$ cat config.mk
export PLATFORM = sky130hd
export DESIGN_NAME = kway_merge_selector_unit
export DESIGN_NICKNAME = d
export VERILOG_FILES = /design/src/design/kms_pkg.sv /design/src/design/kms_ctrl.sv /design/src/design/kms_datapath.sv /design/src/design/kway_merge_selector_unit.sv
export VERILOG_INCLUDE_DIRS = /design/src /design/src/design
export SDC_FILE = /design/constraint.sdc
export NUM_CORES = 2
export LEC_CHECK = 0
export BUFFER_PORTS_ARGS = -buffer_cell sky130_fd_sc_hd__buf_2
export CAP_MARGIN = 20
export CORE_AREA = 5 5 541 382
export DETAILED_ROUTE_END_ITERATION = 7
export DIE_AREA = 0 0 546 387
export PLACE_DENSITY = 0.6
export SYNTH_ARGS = -nofsm -noshare
export SYNTH_HDL_FRONTEND = slang
export SYNTH_SLANG_ARGS = --single-unit
$ cat constraint.sdc
create_clock -name clk_i -period 4.4 [get_ports clk_i]
set_input_delay 1.1 -clock clk_i [delete_from_list [all_inputs] [get_ports clk_i]]
set_output_delay 1.1 -clock clk_i [all_outputs]
set_load 0.01 [all_outputs]
$ cat src/design/kway_merge_selector_unit_assert.svh
// ----------------------------------------------------------------------------
// kway_merge_selector_unit_assert.svh
// assertion macros used by the merge selector datapath
// ----------------------------------------------------------------------------
`ifndef KWAY_MERGE_SELECTOR_UNIT_ASSERT_SVH
`define KWAY_MERGE_SELECTOR_UNIT_ASSERT_SVH
`ifndef SYNTH
// check on every clock edge outside reset
`define KMS_ASSERT(name, prop) \
  name: assert property (@(posedge clk_i) disable iff (!rst_ni) (prop)) \
    else $error("kms assertion failed");
// check on every clock edge, reset included
`define KMS_ASSERT_NORST(name, prop) \
  name: assert property (@(posedge clk_i) (prop)) \
    else $error("kms assertion failed");
`else
`define KMS_ASSERT(name, prop)
`define KMS_ASSERT_NORST(name, prop)
`endif
`endif

$ cat src/design/kms_pkg.sv
// ----------------------------------------------------------------------------
// kms_pkg
// shared widths, beat layout and controller/datapath interface types
// ----------------------------------------------------------------------------
`default_nettype none

package kms_pkg;

  // field widths
  localparam int unsigned IDX_W     = 6;
  localparam int unsigned KEY_W     = 32;
  // number of runs the index field can address
  localparam int unsigned RUN_SPACE = 1 << IDX_W;

  // beat layout: key and run index packed, zero padded to whole bytes
  localparam int unsigned S_TDATA_W = 40;
  localparam int unsigned M_TDATA_W = 40;
  localparam int unsigned M_PAD_W   = M_TDATA_W - KEY_W - IDX_W;

  // commands from the controller to the datapath
  typedef struct packed {
    logic accept;      // apply the input beat to the run state
    logic scan_start;  // clear the running minimum and the scan address
    logic issue;       // read one head and advance the scan address
    logic commit;      // load the selected result into the output register
  } kms_cmd_t;

  // status from the datapath to the controller
  typedef struct packed {
    logic sel_ok;     // no run awaits a refill, selection may run
    logic scan_last;  // scan address points at the last run
    logic out_free;   // output register can take a result this cycle
  } kms_stat_t;

endpackage

`default_nettype wire

$ cat src/design/kms_ctrl.sv
// ----------------------------------------------------------------------------
// kms_ctrl
// sequencer for input acceptance, head scan and result hand-off
// ----------------------------------------------------------------------------
`default_nettype none

module kms_ctrl
  import kms_pkg::*;
(
  input  wire       clk_i,
  input  wire       rst_ni,
  input  wire       in_valid_i,
  output logic      in_ready_o,
  input  kms_stat_t stat_i,
  output kms_cmd_t  cmd_o
);

  typedef enum logic [2:0] {
    ST_IDLE,
    ST_EVAL,
    ST_SCAN,
    ST_DRAIN,
    ST_EMIT
  } state_e;

  state_e state_q, state_d;

  // next state and command decode
  always_comb begin
    state_d    = state_q;
    cmd_o      = '0;
    in_ready_o = 1'b0;
    case (state_q)
      ST_IDLE: begin
        in_ready_o = 1'b1;
        if (in_valid_i) begin
          cmd_o.accept = 1'b1;
          state_d      = ST_EVAL;
        end
      end
      ST_EVAL: begin
        if (stat_i.sel_ok) begin
          cmd_o.scan_start = 1'b1;
          state_d          = ST_SCAN;
        end else begin
          state_d = ST_IDLE;
        end
      end
      ST_SCAN: begin
        cmd_o.issue = 1'b1;
        if (stat_i.scan_last) begin
          state_d = ST_DRAIN;
        end
      end
      ST_DRAIN: begin
        // last compare lands this cycle
        state_d = ST_EMIT;
      end
      ST_EMIT: begin
        if (stat_i.out_free) begin
          cmd_o.commit = 1'b1;
          state_d      = ST_IDLE;
        end
      end
      default: begin
        state_d = ST_IDLE;
      end
    endcase
  end

  // state register
  always_ff @(posedge clk_i or negedge rst_ni) begin
    if (!rst_ni) begin
      state_q <= ST_IDLE;
    end else begin
      state_q <= state_d;
    end
  end

endmodule

`default_nettype wire

$ cat src/design/kms_datapath.sv
// ----------------------------------------------------------------------------
// kms_datapath
// run state, head key memory, sequential minimum scan and output register
// ----------------------------------------------------------------------------
`default_nettype none

module kms_datapath
  import kms_pkg::*;
#(
  parameter int unsigned NUM_RUNS = 64
) (
  input  wire              clk_i,
  input  wire              rst_ni,
  input  kms_cmd_t         cmd_i,
  output kms_stat_t        stat_o,
  input  wire  [IDX_W-1:0] in_run_i,
  input  wire  [KEY_W-1:0] in_key_i,
  input  wire              in_exh_i,
  input  wire              out_ready_i,
  output logic             out_valid_o,
  output logic [KEY_W-1:0] out_key_o,
  output logic [IDX_W-1:0] out_run_o,
  output logic             out_done_o
);

  // runs past the index field cannot be refilled and block selection
  localparam int unsigned NumAddr = (NUM_RUNS < RUN_SPACE) ? NUM_RUNS : RUN_SPACE;
  localparam int unsigned AddrW   = $clog2(NumAddr);
  localparam int unsigned CntW    = $clog2(NumAddr + 1);
  localparam bit          Unreach = (NUM_RUNS > RUN_SPACE);

  logic [KEY_W-1:0] keys_mem [NumAddr];

  logic [NumAddr-1:0] valid_q, valid_d;
  logic [NumAddr-1:0] fin_q, fin_d;
  logic [CntW-1:0]    pend_cnt_q, pend_cnt_d;
  logic               done_q, done_d;

  logic [AddrW-1:0]   scan_addr_q;
  logic               cmp_en_q;
  logic               rd_valid_q;
  logic [AddrW-1:0]   rd_run_q;
  logic [KEY_W-1:0]   rd_key_q;

  logic               best_any_q;
  logic [KEY_W-1:0]   best_key_q;
  logic [AddrW-1:0]   best_run_q;

  logic               out_valid_q;
  logic [KEY_W-1:0]   out_key_q;
  logic [IDX_W-1:0]   out_run_q;
  logic               out_done_q;

  logic               in_range;
  logic [AddrW-1:0]   wr_idx;
  logic               upd_en;
  logic               wr_en;

  // input beat decode
  assign in_range = (32'(in_run_i) < NUM_RUNS);
  assign wr_idx   = in_run_i[AddrW-1:0];
  assign upd_en   = cmd_i.accept && !done_q && in_range;
  assign wr_en    = upd_en && !in_exh_i && !fin_q[wr_idx] && !valid_q[wr_idx];

  // run flags, awaiting-refill count and done flag
  always_comb begin
    valid_d    = valid_q;
    fin_d      = fin_q;
    pend_cnt_d = pend_cnt_q;
    done_d     = done_q;
    if (upd_en) begin
      if (in_exh_i) begin
        if (!fin_q[wr_idx]) begin
          fin_d[wr_idx] = 1'b1;
          if (!valid_q[wr_idx]) begin
            pend_cnt_d = pend_cnt_q - CntW'(1);
          end
        end
      end else if (wr_en) begin
        valid_d[wr_idx] = 1'b1;
        pend_cnt_d      = pend_cnt_q - CntW'(1);
      end
    end
    if (cmd_i.commit) begin
      if (best_any_q) begin
        valid_d[best_run_q] = 1'b0;
        if (!fin_q[best_run_q]) begin
          pend_cnt_d = pend_cnt_q + CntW'(1);
        end
      end else begin
        done_d = 1'b1;
      end
    end
  end

  always_ff @(posedge clk_i or negedge rst_ni) begin
    if (!rst_ni) begin
      valid_q    <= '0;
      fin_q      <= '0;
      pend_cnt_q <= CntW'(NumAddr);
      done_q     <= 1'b0;
    end else begin
      valid_q    <= valid_d;
      fin_q      <= fin_d;
      pend_cnt_q <= pend_cnt_d;
      done_q     <= done_d;
    end
  end

  // head key memory, one write and one registered read port
  always_ff @(posedge clk_i) begin
    if (wr_en) begin
      keys_mem[wr_idx] <= in_key_i;
    end
    if (cmd_i.issue) begin
      rd_key_q <= keys_mem[scan_addr_q];
    end
  end

  // scan address and read side tags
  always_ff @(posedge clk_i or negedge rst_ni) begin
    if (!rst_ni) begin
      scan_addr_q <= '0;
      cmp_en_q    <= 1'b0;
      rd_valid_q  <= 1'b0;
      rd_run_q    <= '0;
    end else begin
      cmp_en_q <= cmd_i.issue;
      if (cmd_i.scan_start) begin
        scan_addr_q <= '0;
      end else if (cmd_i.issue) begin
        scan_addr_q <= scan_addr_q + AddrW'(1);
        rd_valid_q  <= valid_q[scan_addr_q];
        rd_run_q    <= scan_addr_q;
      end
    end
  end

  // running minimum, strict less-than keeps the lower run on ties
  always_ff @(posedge clk_i or negedge rst_ni) begin
    if (!rst_ni) begin
      best_any_q <= 1'b0;
      best_run_q <= '0;
    end else begin
      if (cmd_i.scan_start) begin
        best_any_q <= 1'b0;
      end else if (cmp_en_q && rd_valid_q && (!best_any_q || rd_key_q < best_key_q)) begin
        best_any_q <= 1'b1;
        best_run_q <= rd_run_q;
      end
    end
  end

  always_ff @(posedge clk_i) begin
    if (cmp_en_q && rd_valid_q && (!best_any_q || rd_key_q < best_key_q)) begin
      best_key_q <= rd_key_q;
    end
  end

  // output register
  always_ff @(posedge clk_i or negedge rst_ni) begin
    if (!rst_ni) begin
      out_valid_q <= 1'b0;
    end else if (cmd_i.commit) begin
      out_valid_q <= 1'b1;
    end else if (out_ready_i) begin
      out_valid_q <= 1'b0;
    end
  end

  always_ff @(posedge clk_i) begin
    if (cmd_i.commit) begin
      if (best_any_q) begin
        out_key_q  <= best_key_q;
        out_run_q  <= IDX_W'(best_run_q);
        out_done_q <= 1'b0;
      end else begin
        out_key_q  <= '0;
        out_run_q  <= '0;
        out_done_q <= 1'b1;
      end
    end
  end

  assign out_valid_o = out_valid_q;
  assign out_key_o   = out_key_q;
  assign out_run_o   = out_run_q;
  assign out_done_o  = out_done_q;

  // status to the controller
  assign stat_o.sel_ok    = (pend_cnt_q == '0) && !Unreach && !done_q;
  assign stat_o.scan_last = (scan_addr_q == AddrW'(NumAddr - 1));
  assign stat_o.out_free  = !out_valid_q || out_ready_i;

  // checks
  `include "kway_merge_selector_unit_assert.svh"

  `KMS_ASSERT(a_pend_cnt_matches, $countones(~(valid_q | fin_q)) == int'(pend_cnt_q))
  `KMS_ASSERT(a_commit_needs_no_pending, cmd_i.commit |-> (pend_cnt_q == '0))
  `KMS_ASSERT(a_no_commit_after_done, done_q |-> !cmd_i.commit)
  `KMS_ASSERT(a_best_is_valid, (cmd_i.commit && best_any_q) |-> valid_q[best_run_q])

endmodule

`default_nettype wire

$ cat src/design/kway_merge_selector_unit.sv
// ----------------------------------------------------------------------------
// kway_merge_selector_unit
// k-way merge selector: holds one head key per run and emits the minimum
// ----------------------------------------------------------------------------
// usage
//   slave side: each beat either refills a run with its next key or marks
//   the run exhausted (tuser). master side: each beat carries the smallest
//   head key and its run, which the source must then refill; one final
//   beat with done set follows once every run is exhausted.
// timing
//   a beat that leaves some run awaiting a refill gives no result. a beat
//   that completes the set of heads starts a scan of the head key memory,
//   one run per cycle over its single read port; the result then waits
//   for the output register, and the slave side opens again in the cycle
//   after the result is loaded.
// reset
//   all runs await a refill, no head is held, no result is pending.
// stall
//   the result sits in an output register; new beats are taken while it
//   waits, and only a further result waits for the register to drain.
// ----------------------------------------------------------------------------
`default_nettype none

module kway_merge_selector_unit
  import kms_pkg::*;
#(
  parameter int unsigned NUM_RUNS = 64
) (
  input  wire                  clk_i,
  input  wire                  rst_ni,
  // slave side
  input  wire                  s_axis_tvalid_i,
  output logic                 s_axis_tready_o,
  input  wire  [S_TDATA_W-1:0] s_axis_tdata_i,  // run_index[5:0], key[37:6], pad
  input  wire  [0:0]           s_axis_tuser_i,  // run_exhausted[0]
  // master side
  output logic                 m_axis_tvalid_o,
  input  wire                  m_axis_tready_i,
  output logic [M_TDATA_W-1:0] m_axis_tdata_o,  // merged_key[31:0], source_run[37:32], pad
  output logic [0:0]           m_axis_tuser_o   // done_res[0]
);

  kms_cmd_t         cmd;
  kms_stat_t        stat;
  logic [KEY_W-1:0] out_key;
  logic [IDX_W-1:0] out_run;
  logic             out_done;

  // sequencer
  kms_ctrl u_ctrl (
    .clk_i      (clk_i),
    .rst_ni     (rst_ni),
    .in_valid_i (s_axis_tvalid_i),
    .in_ready_o (s_axis_tready_o),
    .stat_i     (stat),
    .cmd_o      (cmd)
  );

  // run state, scan and output register
  kms_datapath #(
    .NUM_RUNS (NUM_RUNS)
  ) u_datapath (
    .clk_i       (clk_i),
    .rst_ni      (rst_ni),
    .cmd_i       (cmd),
    .stat_o      (stat),
    .in_run_i    (s_axis_tdata_i[IDX_W-1:0]),
    .in_key_i    (s_axis_tdata_i[IDX_W +: KEY_W]),
    .in_exh_i    (s_axis_tuser_i[0]),
    .out_ready_i (m_axis_tready_i),
    .out_valid_o (m_axis_tvalid_o),
    .out_key_o   (out_key),
    .out_run_o   (out_run),
    .out_done_o  (out_done)
  );

  // master beat packing
  assign m_axis_tdata_o = {{M_PAD_W{1'b0}}, out_run, out_key};
  assign m_axis_tuser_o = out_done;

endmodule

`default_nettype wire

# Yosys cells after proc, flatten, opt, wreduce, memory -nomap -nowiden
# Memories as Yosys holds them, arrays and structs flattened. A register that Yosys moved wholly into a read port is not among the register bits.
# Cells that the tools add are included.
[word_totals]
ramBits = 2048
n_memories = 1
romBits = 0
wordCells = 115
in_bits = 45
latch_bits = 0
out_inout_bits = 43
regBits = 232
[op_classes]
multipliers = 0
reduce_logical = 27
n_div = 0
n_lt_le_gt_ge = 6
n_bitwise = 7
eq_ne = 8
shift = 0
add_sub_neg = 3
n_mux = 47
[mem_list]
columns = ["memory", "words", "word_bits", "read_ports", "rd_ports_with_merged_regs", "write_ports", "line", "source"]
rows = [
  ["u_datapath.keys_mem", 64, 32, 1, 1, 1, "kms_datapath.sv:32", "logic [KEY_W-1:0] keys_mem [NumAddr];"],
]
[op_table]
columns = ["operator", "count"]
rows = [
  ["$mux W64", 5],
  ["$or A64 B64 Y64", 2],
  ["$and A64 B64 Y64", 1],
  ["$not A64 Y64", 1],
  ["$mux W7", 8],
  ["$lt A32 B32 Y1", 1],
  ["$bmux W1 S6", 4],
  ["$lt A6 B7 Y1 const B", 3],
  ["$mux W1", 21],
  ["$pmux W3 S5", 1],
  ["$demux W1 S6", 2],
  ["$ge A6 B1 Y1 const B", 2],
  ["$mux W6", 2],
  ["$logic_and A1 B1 Y1", 9],
  ["$mux W3", 3],
  ["$add A7 B1 Y7 const B", 1],
  ["$logic_not A7 Y1", 1],
  ["$sub A7 B1 Y7 const B", 1],
  ["$add A6 B1 Y6 const B", 1],
  ["$eq A3 B2 Y1 const B", 2],
  ["$eq A6 B6 Y1 const B", 1],
  ["$logic_not A1 Y1", 6],
  ["$ne A2 B2 Y1 const B", 3],
  ["$reduce_and A2 Y1", 3],
  ["8 further kinds", 14],
]

# Longest topological paths before layout
[logic_depth]
ltp_word = 12
depth_mapped = 13
mapped_depth_nobuf = 10

# By module
# Synthesis repeated with hierarchy kept, for this count alone.
[unflattened]
cells_unflattened = 4734
hier_area_um2 = 91566.6
[modules_own_cells]
columns = ["module", "seq_area_each_um2", "instances", "cells_each", "area_each_um2"]
rows = [
  ["kms_datapath", 68547.0, 1, 4716, 91390.2],
  ["kms_ctrl", 75.1, 1, 15, 157.7],
  ["kway_merge_selector_unit", 0.0, 1, 3, 18.8],
]

# Worst setup path before layout
# Ideal clock, no wire load.
[synth_timing]
kind = "input port to flip-flop"
start = "input s_axis_tdata_i[0]"
end = "memory u_datapath.keys_mem[62][0], enable pin"
setup_time_ns = 0.423
path_buffers = 3
setup_slack_ns = -0.964
required_ns = 3.977
stages = 9
arrival_ns = 4.941
cell_sequence = "buf_2 -> buf_2 -> buf_1 -> mux2_2 -> a222oi_1 -> nor2_1 -> a2111oi_4 -> nand4_1 -> nor2_1"
[synth_via]
elab_chain_cells = 7
[synth_lines]
columns = ["element", "line", "source"]
rows = [
  ["start, declared", "kway_merge_selector_unit.sv:34", "input wire [S_TDATA_W-1:0] s_axis_tdata_i,"],
  ["$bmux W1 S6", "kms_datapath.sv:63", "assign wr_en = upd_en && !in_exh_i && !fin_q[wr_idx] && !valid_q[wr_idx];"],
  ["$mux W1 (not written as such)", "kms_datapath.sv:63", ""],
  ["$logic_not A1 Y1", "-", ""],
  ["$logic_and A1 B1 Y1 (2 in series)", "kms_datapath.sv:63", ""],
  ["$mux W1", "kms_datapath.sv:112", "if (wr_en) begin"],
  ["$mux W1 (not written as such)", "kms_datapath.sv:113", "keys_mem[wr_idx] <= in_key_i;"],
  ["end, declared", "kms_datapath.sv:32", ""],
]
# Parallel ways exist; a longest one is shown, timed or not. The select of a mux whose other input is x is not followed.

==> flow_summary.json <==
{
  "cts_buffers": 212,
  "wl_met2_mm": 104,
  "leakage_nw": 33.1,
  "grt_pass1_wl_mm": 329,
  "cts.clk_slew.worst_paths_ns": 0.06,
  "layout.nets": 4373,
  "crit_arrival_ns": 4.04,
  "slew_viol_final": 0,
  "start_util": 0.447,
  "die_area_um2": 211000,
  "wl_per_cell_um": 32.4,
  "ctsResizeCount": 0,
  "layout_commonest_cell": "edfxtp_1",
  "crit_type": "register to register",
  "cts_buffer_depth": 4,
  "status": "complete, no violations",
  "cts_hold_buf": 0,
  "synth.cell_area_um2": 89800,
  "syn_to_final_growth_pct": 16.9,
  "crit_required_ns": 4.88,
  "grt_overflow_total": 0,
  "yosysWarnings": 0,
  "drt_first_iter_violations": 5469,
  "synth_top_flop_cell": "edfxtp_1",
  "synthDistinctLibCells": 67,
  "drc": 0,
  "clk_root_buffer_cell": "clkbuf_16",
  "place_ws_ns": 0.117,
  "crit_path_end_kind": "register",
  "dp.final_hpwl_mm": 140,
  "maxCapViolations": 0,
  "async_reset_ff_frac": 0.0696,
  "setup_viol_count_final": 0,
  "drt-pass1-iter-count": 6,
  "num_rows": 138,
  "synth-edff-count": 2151,
  "synthCells": 3899,
  "period_share": 0.808,
  "die_w_um": 546,
  "start_kind": "register",
  "ir_drop_mv": 0.439,
  "finalClockSkew_ns": 0.0530,
  "finalWeightedCongestion": 0.841,
  "wl_met3_mm": 20.7,
  "dr_total_vias": 43183,
  "wl_met1_mm": 101,
  "tightestPinTransition_ns": 1.20,
  "final_util": 0.522,
  "core_area_um2": 201000,
  "nFillCells": 15318,
  "ant_nets": 0,
  "drive_gt1_frac": 0.333,
  "final_cell_mix": "2151 x edfxtp_1, 714 x mux4_2, 214 x clkbuf_16, 212 x buf_12, 154 x dfrtp_1",
  "grt_max_degree": 95,
  "io_buffers": 83,
  "antenna_found_initial": 14,
  "maxSlewHeadroom": 0.196,
  "avgViaCountPerCell": 6.06,
  "ys_ff_latch": 2312,
  "fmax_mhz": 281,
  "die-height_um": 387,
  "cts_setup_buffers": 0,
  "grt_pass1_vias": 43267,
  "crit_fanout": 39,
  "hold_path.class": "primary input to async pin",
  "powerDensity_nw_per_um2": 511,
  "cts_tree": "built",
  "track_usage": 0.217,
  "routed_wl_mm": 231,
  "setup_ws_ns": 0.843,
  "p_total_mw": 53.7,
  "min_period_ns": 3.56,
  "pin_count": 88,
  "syn_avg_cell_area_um2": 23.0,
  "rsz0062_at_grt": "false",
  "htree_levels": 4,
  "hold_viol": 0,
  "cts_num_sinks": 2312,
  "yosysSeqAreaShare": 0.764,
  "top_layer": "met5",
  "clkLatencyLatePin_ns": 0.85
}
[cell usage after synthesis (all sizes together) (10+ instances only)]
cell type	number	area (um^2)
mux4	714	16100
dfrtp	160	4000
o21ai	21	105
edfxtp	2151	64600
nor2	128	480
nor2b	10	62.6
nand4	21	138
a2bb2oi	65	569
ha	34	425
mux2i	21	210
mux2	23	259
a21oi	16	80.1
a21o	13	97.6
clkbuf	128	480
buf	69	280
nor3	11	55.1
nand3	18	90.1
o21bai	64	480
nand2	80	300
inv	43	161
a221oi	10	87.6
[routing by layer]
metal,GRT usage,vias up
li1,-,17482
met1,0.334,23430
met2,0.320,1948
met3,0.0474,315
met4,0.0478,8
met5,0,-
[metrics by stage]
| stage | hold slack, ns | cells | setup TNS [ns] | cell area [um^2] |
|---|---|---|---|---|
| after floorplan | 0.417 | 3900 | -410.36 | 90100 |
| after global placement | 0.434 | 6715 | 0 | 97800 |
| after detailed placement | 0.437 | 6715 | 0 | 97800 |
| after CTS | 0.225 | 7094 | 0 | 104000 |
| after global routing | 0.279 | 7119 | 0 | 105000 |
| final | 0.270 | 7127 | 0 | 105000 |
[logic make-up (layout without fill, tap and decap cells)]
kind of cell               count (synthesis)  after routing  synth area share
DFF                                     2312           2312             0.764
muxes                                    758            758             0.184
and+or+nand+nor                          302            302            0.0153
buffers and inverters                    242            801            0.0103
AOI/OAI and AO/OA                        241            241            0.0207
adders and majority gates                 34             34           0.00473
xor gates and xnor gates                   9              9          0.000877
other                                      1             10         0.0000417
[cell type report]
type                       count  area (um^2)  share of cell area
antenna                        8         20.0            0.000191
clock inverter               119         1200              0.0114
multi-input combinational   1346        20800               0.198
tap                         2660         3330              0.0317
sequential                  2312        68600               0.654
timing repair buffer         377         5300              0.0505
inverter                      45          169             0.00161
clock buffer                 260         5530              0.0526
[flip-flops by register name, indices dropped and copies added, names as in the netlist, 3 cells and up]
register,count
u_datapath.best_run_q,6
u_datapath.keys_mem,2048
u_datapath.valid_q,64
u_ctrl.state_q,3
u_datapath.rd_key_q,32
u_datapath.best_key_q,32
u_datapath.out_key_o,32
u_datapath.scan_addr_q,6
u_datapath.out_run_o,6
u_datapath.rd_run_q,6
u_datapath.fin_q,64
u_datapath.pend_cnt_q,7
[report_power, final]
part           total [mW]  leakage, nW  switching, mW  internal (mW)
Sequential           24.5         21.6          0.283           24.2
Clock                18.2         3.28           7.88           10.3
Combinational        11.0         8.23           5.36           5.59
[final timing paths]
path | start | end | slack [ns] | cells after the start
max | u_datapath.scan_addr_q[0]$_DFFE_PN0P_ | u_datapath.rd_key_q[13]$_DFFE_PP_ | 0.84 | 5
min | rst_ni | u_datapath.out_valid_o$_DFFE_PN0P_ | 0.27 | 1
max reg2reg | u_datapath.scan_addr_q[0]$_DFFE_PN0P_ | u_datapath.rd_key_q[13]$_DFFE_PP_ | 0.84 | 5
min reg2reg | u_datapath.rd_key_q[24]$_DFFE_PP_ | u_datapath.best_key_q[24]$_DFFE_PP_ | 0.45 | 0
max in group asynchronous | rst_ni | u_datapath.fin_q[23]$_DFFE_PN0P_ | 3.16 | 2
min in group clk_i | u_datapath.rd_key_q[24]$_DFFE_PP_ | u_datapath.best_key_q[24]$_DFFE_PP_ | 0.45 | 0
[critical path, stage by stage (launching register included)]
cell     delay, ns
dfrtp_4       0.71
buf_12        0.25
buf_12        0.31
mux4_2        0.59
mux4_2        0.55
mux4_2        0.69
(Power assumes the default switching activity.)
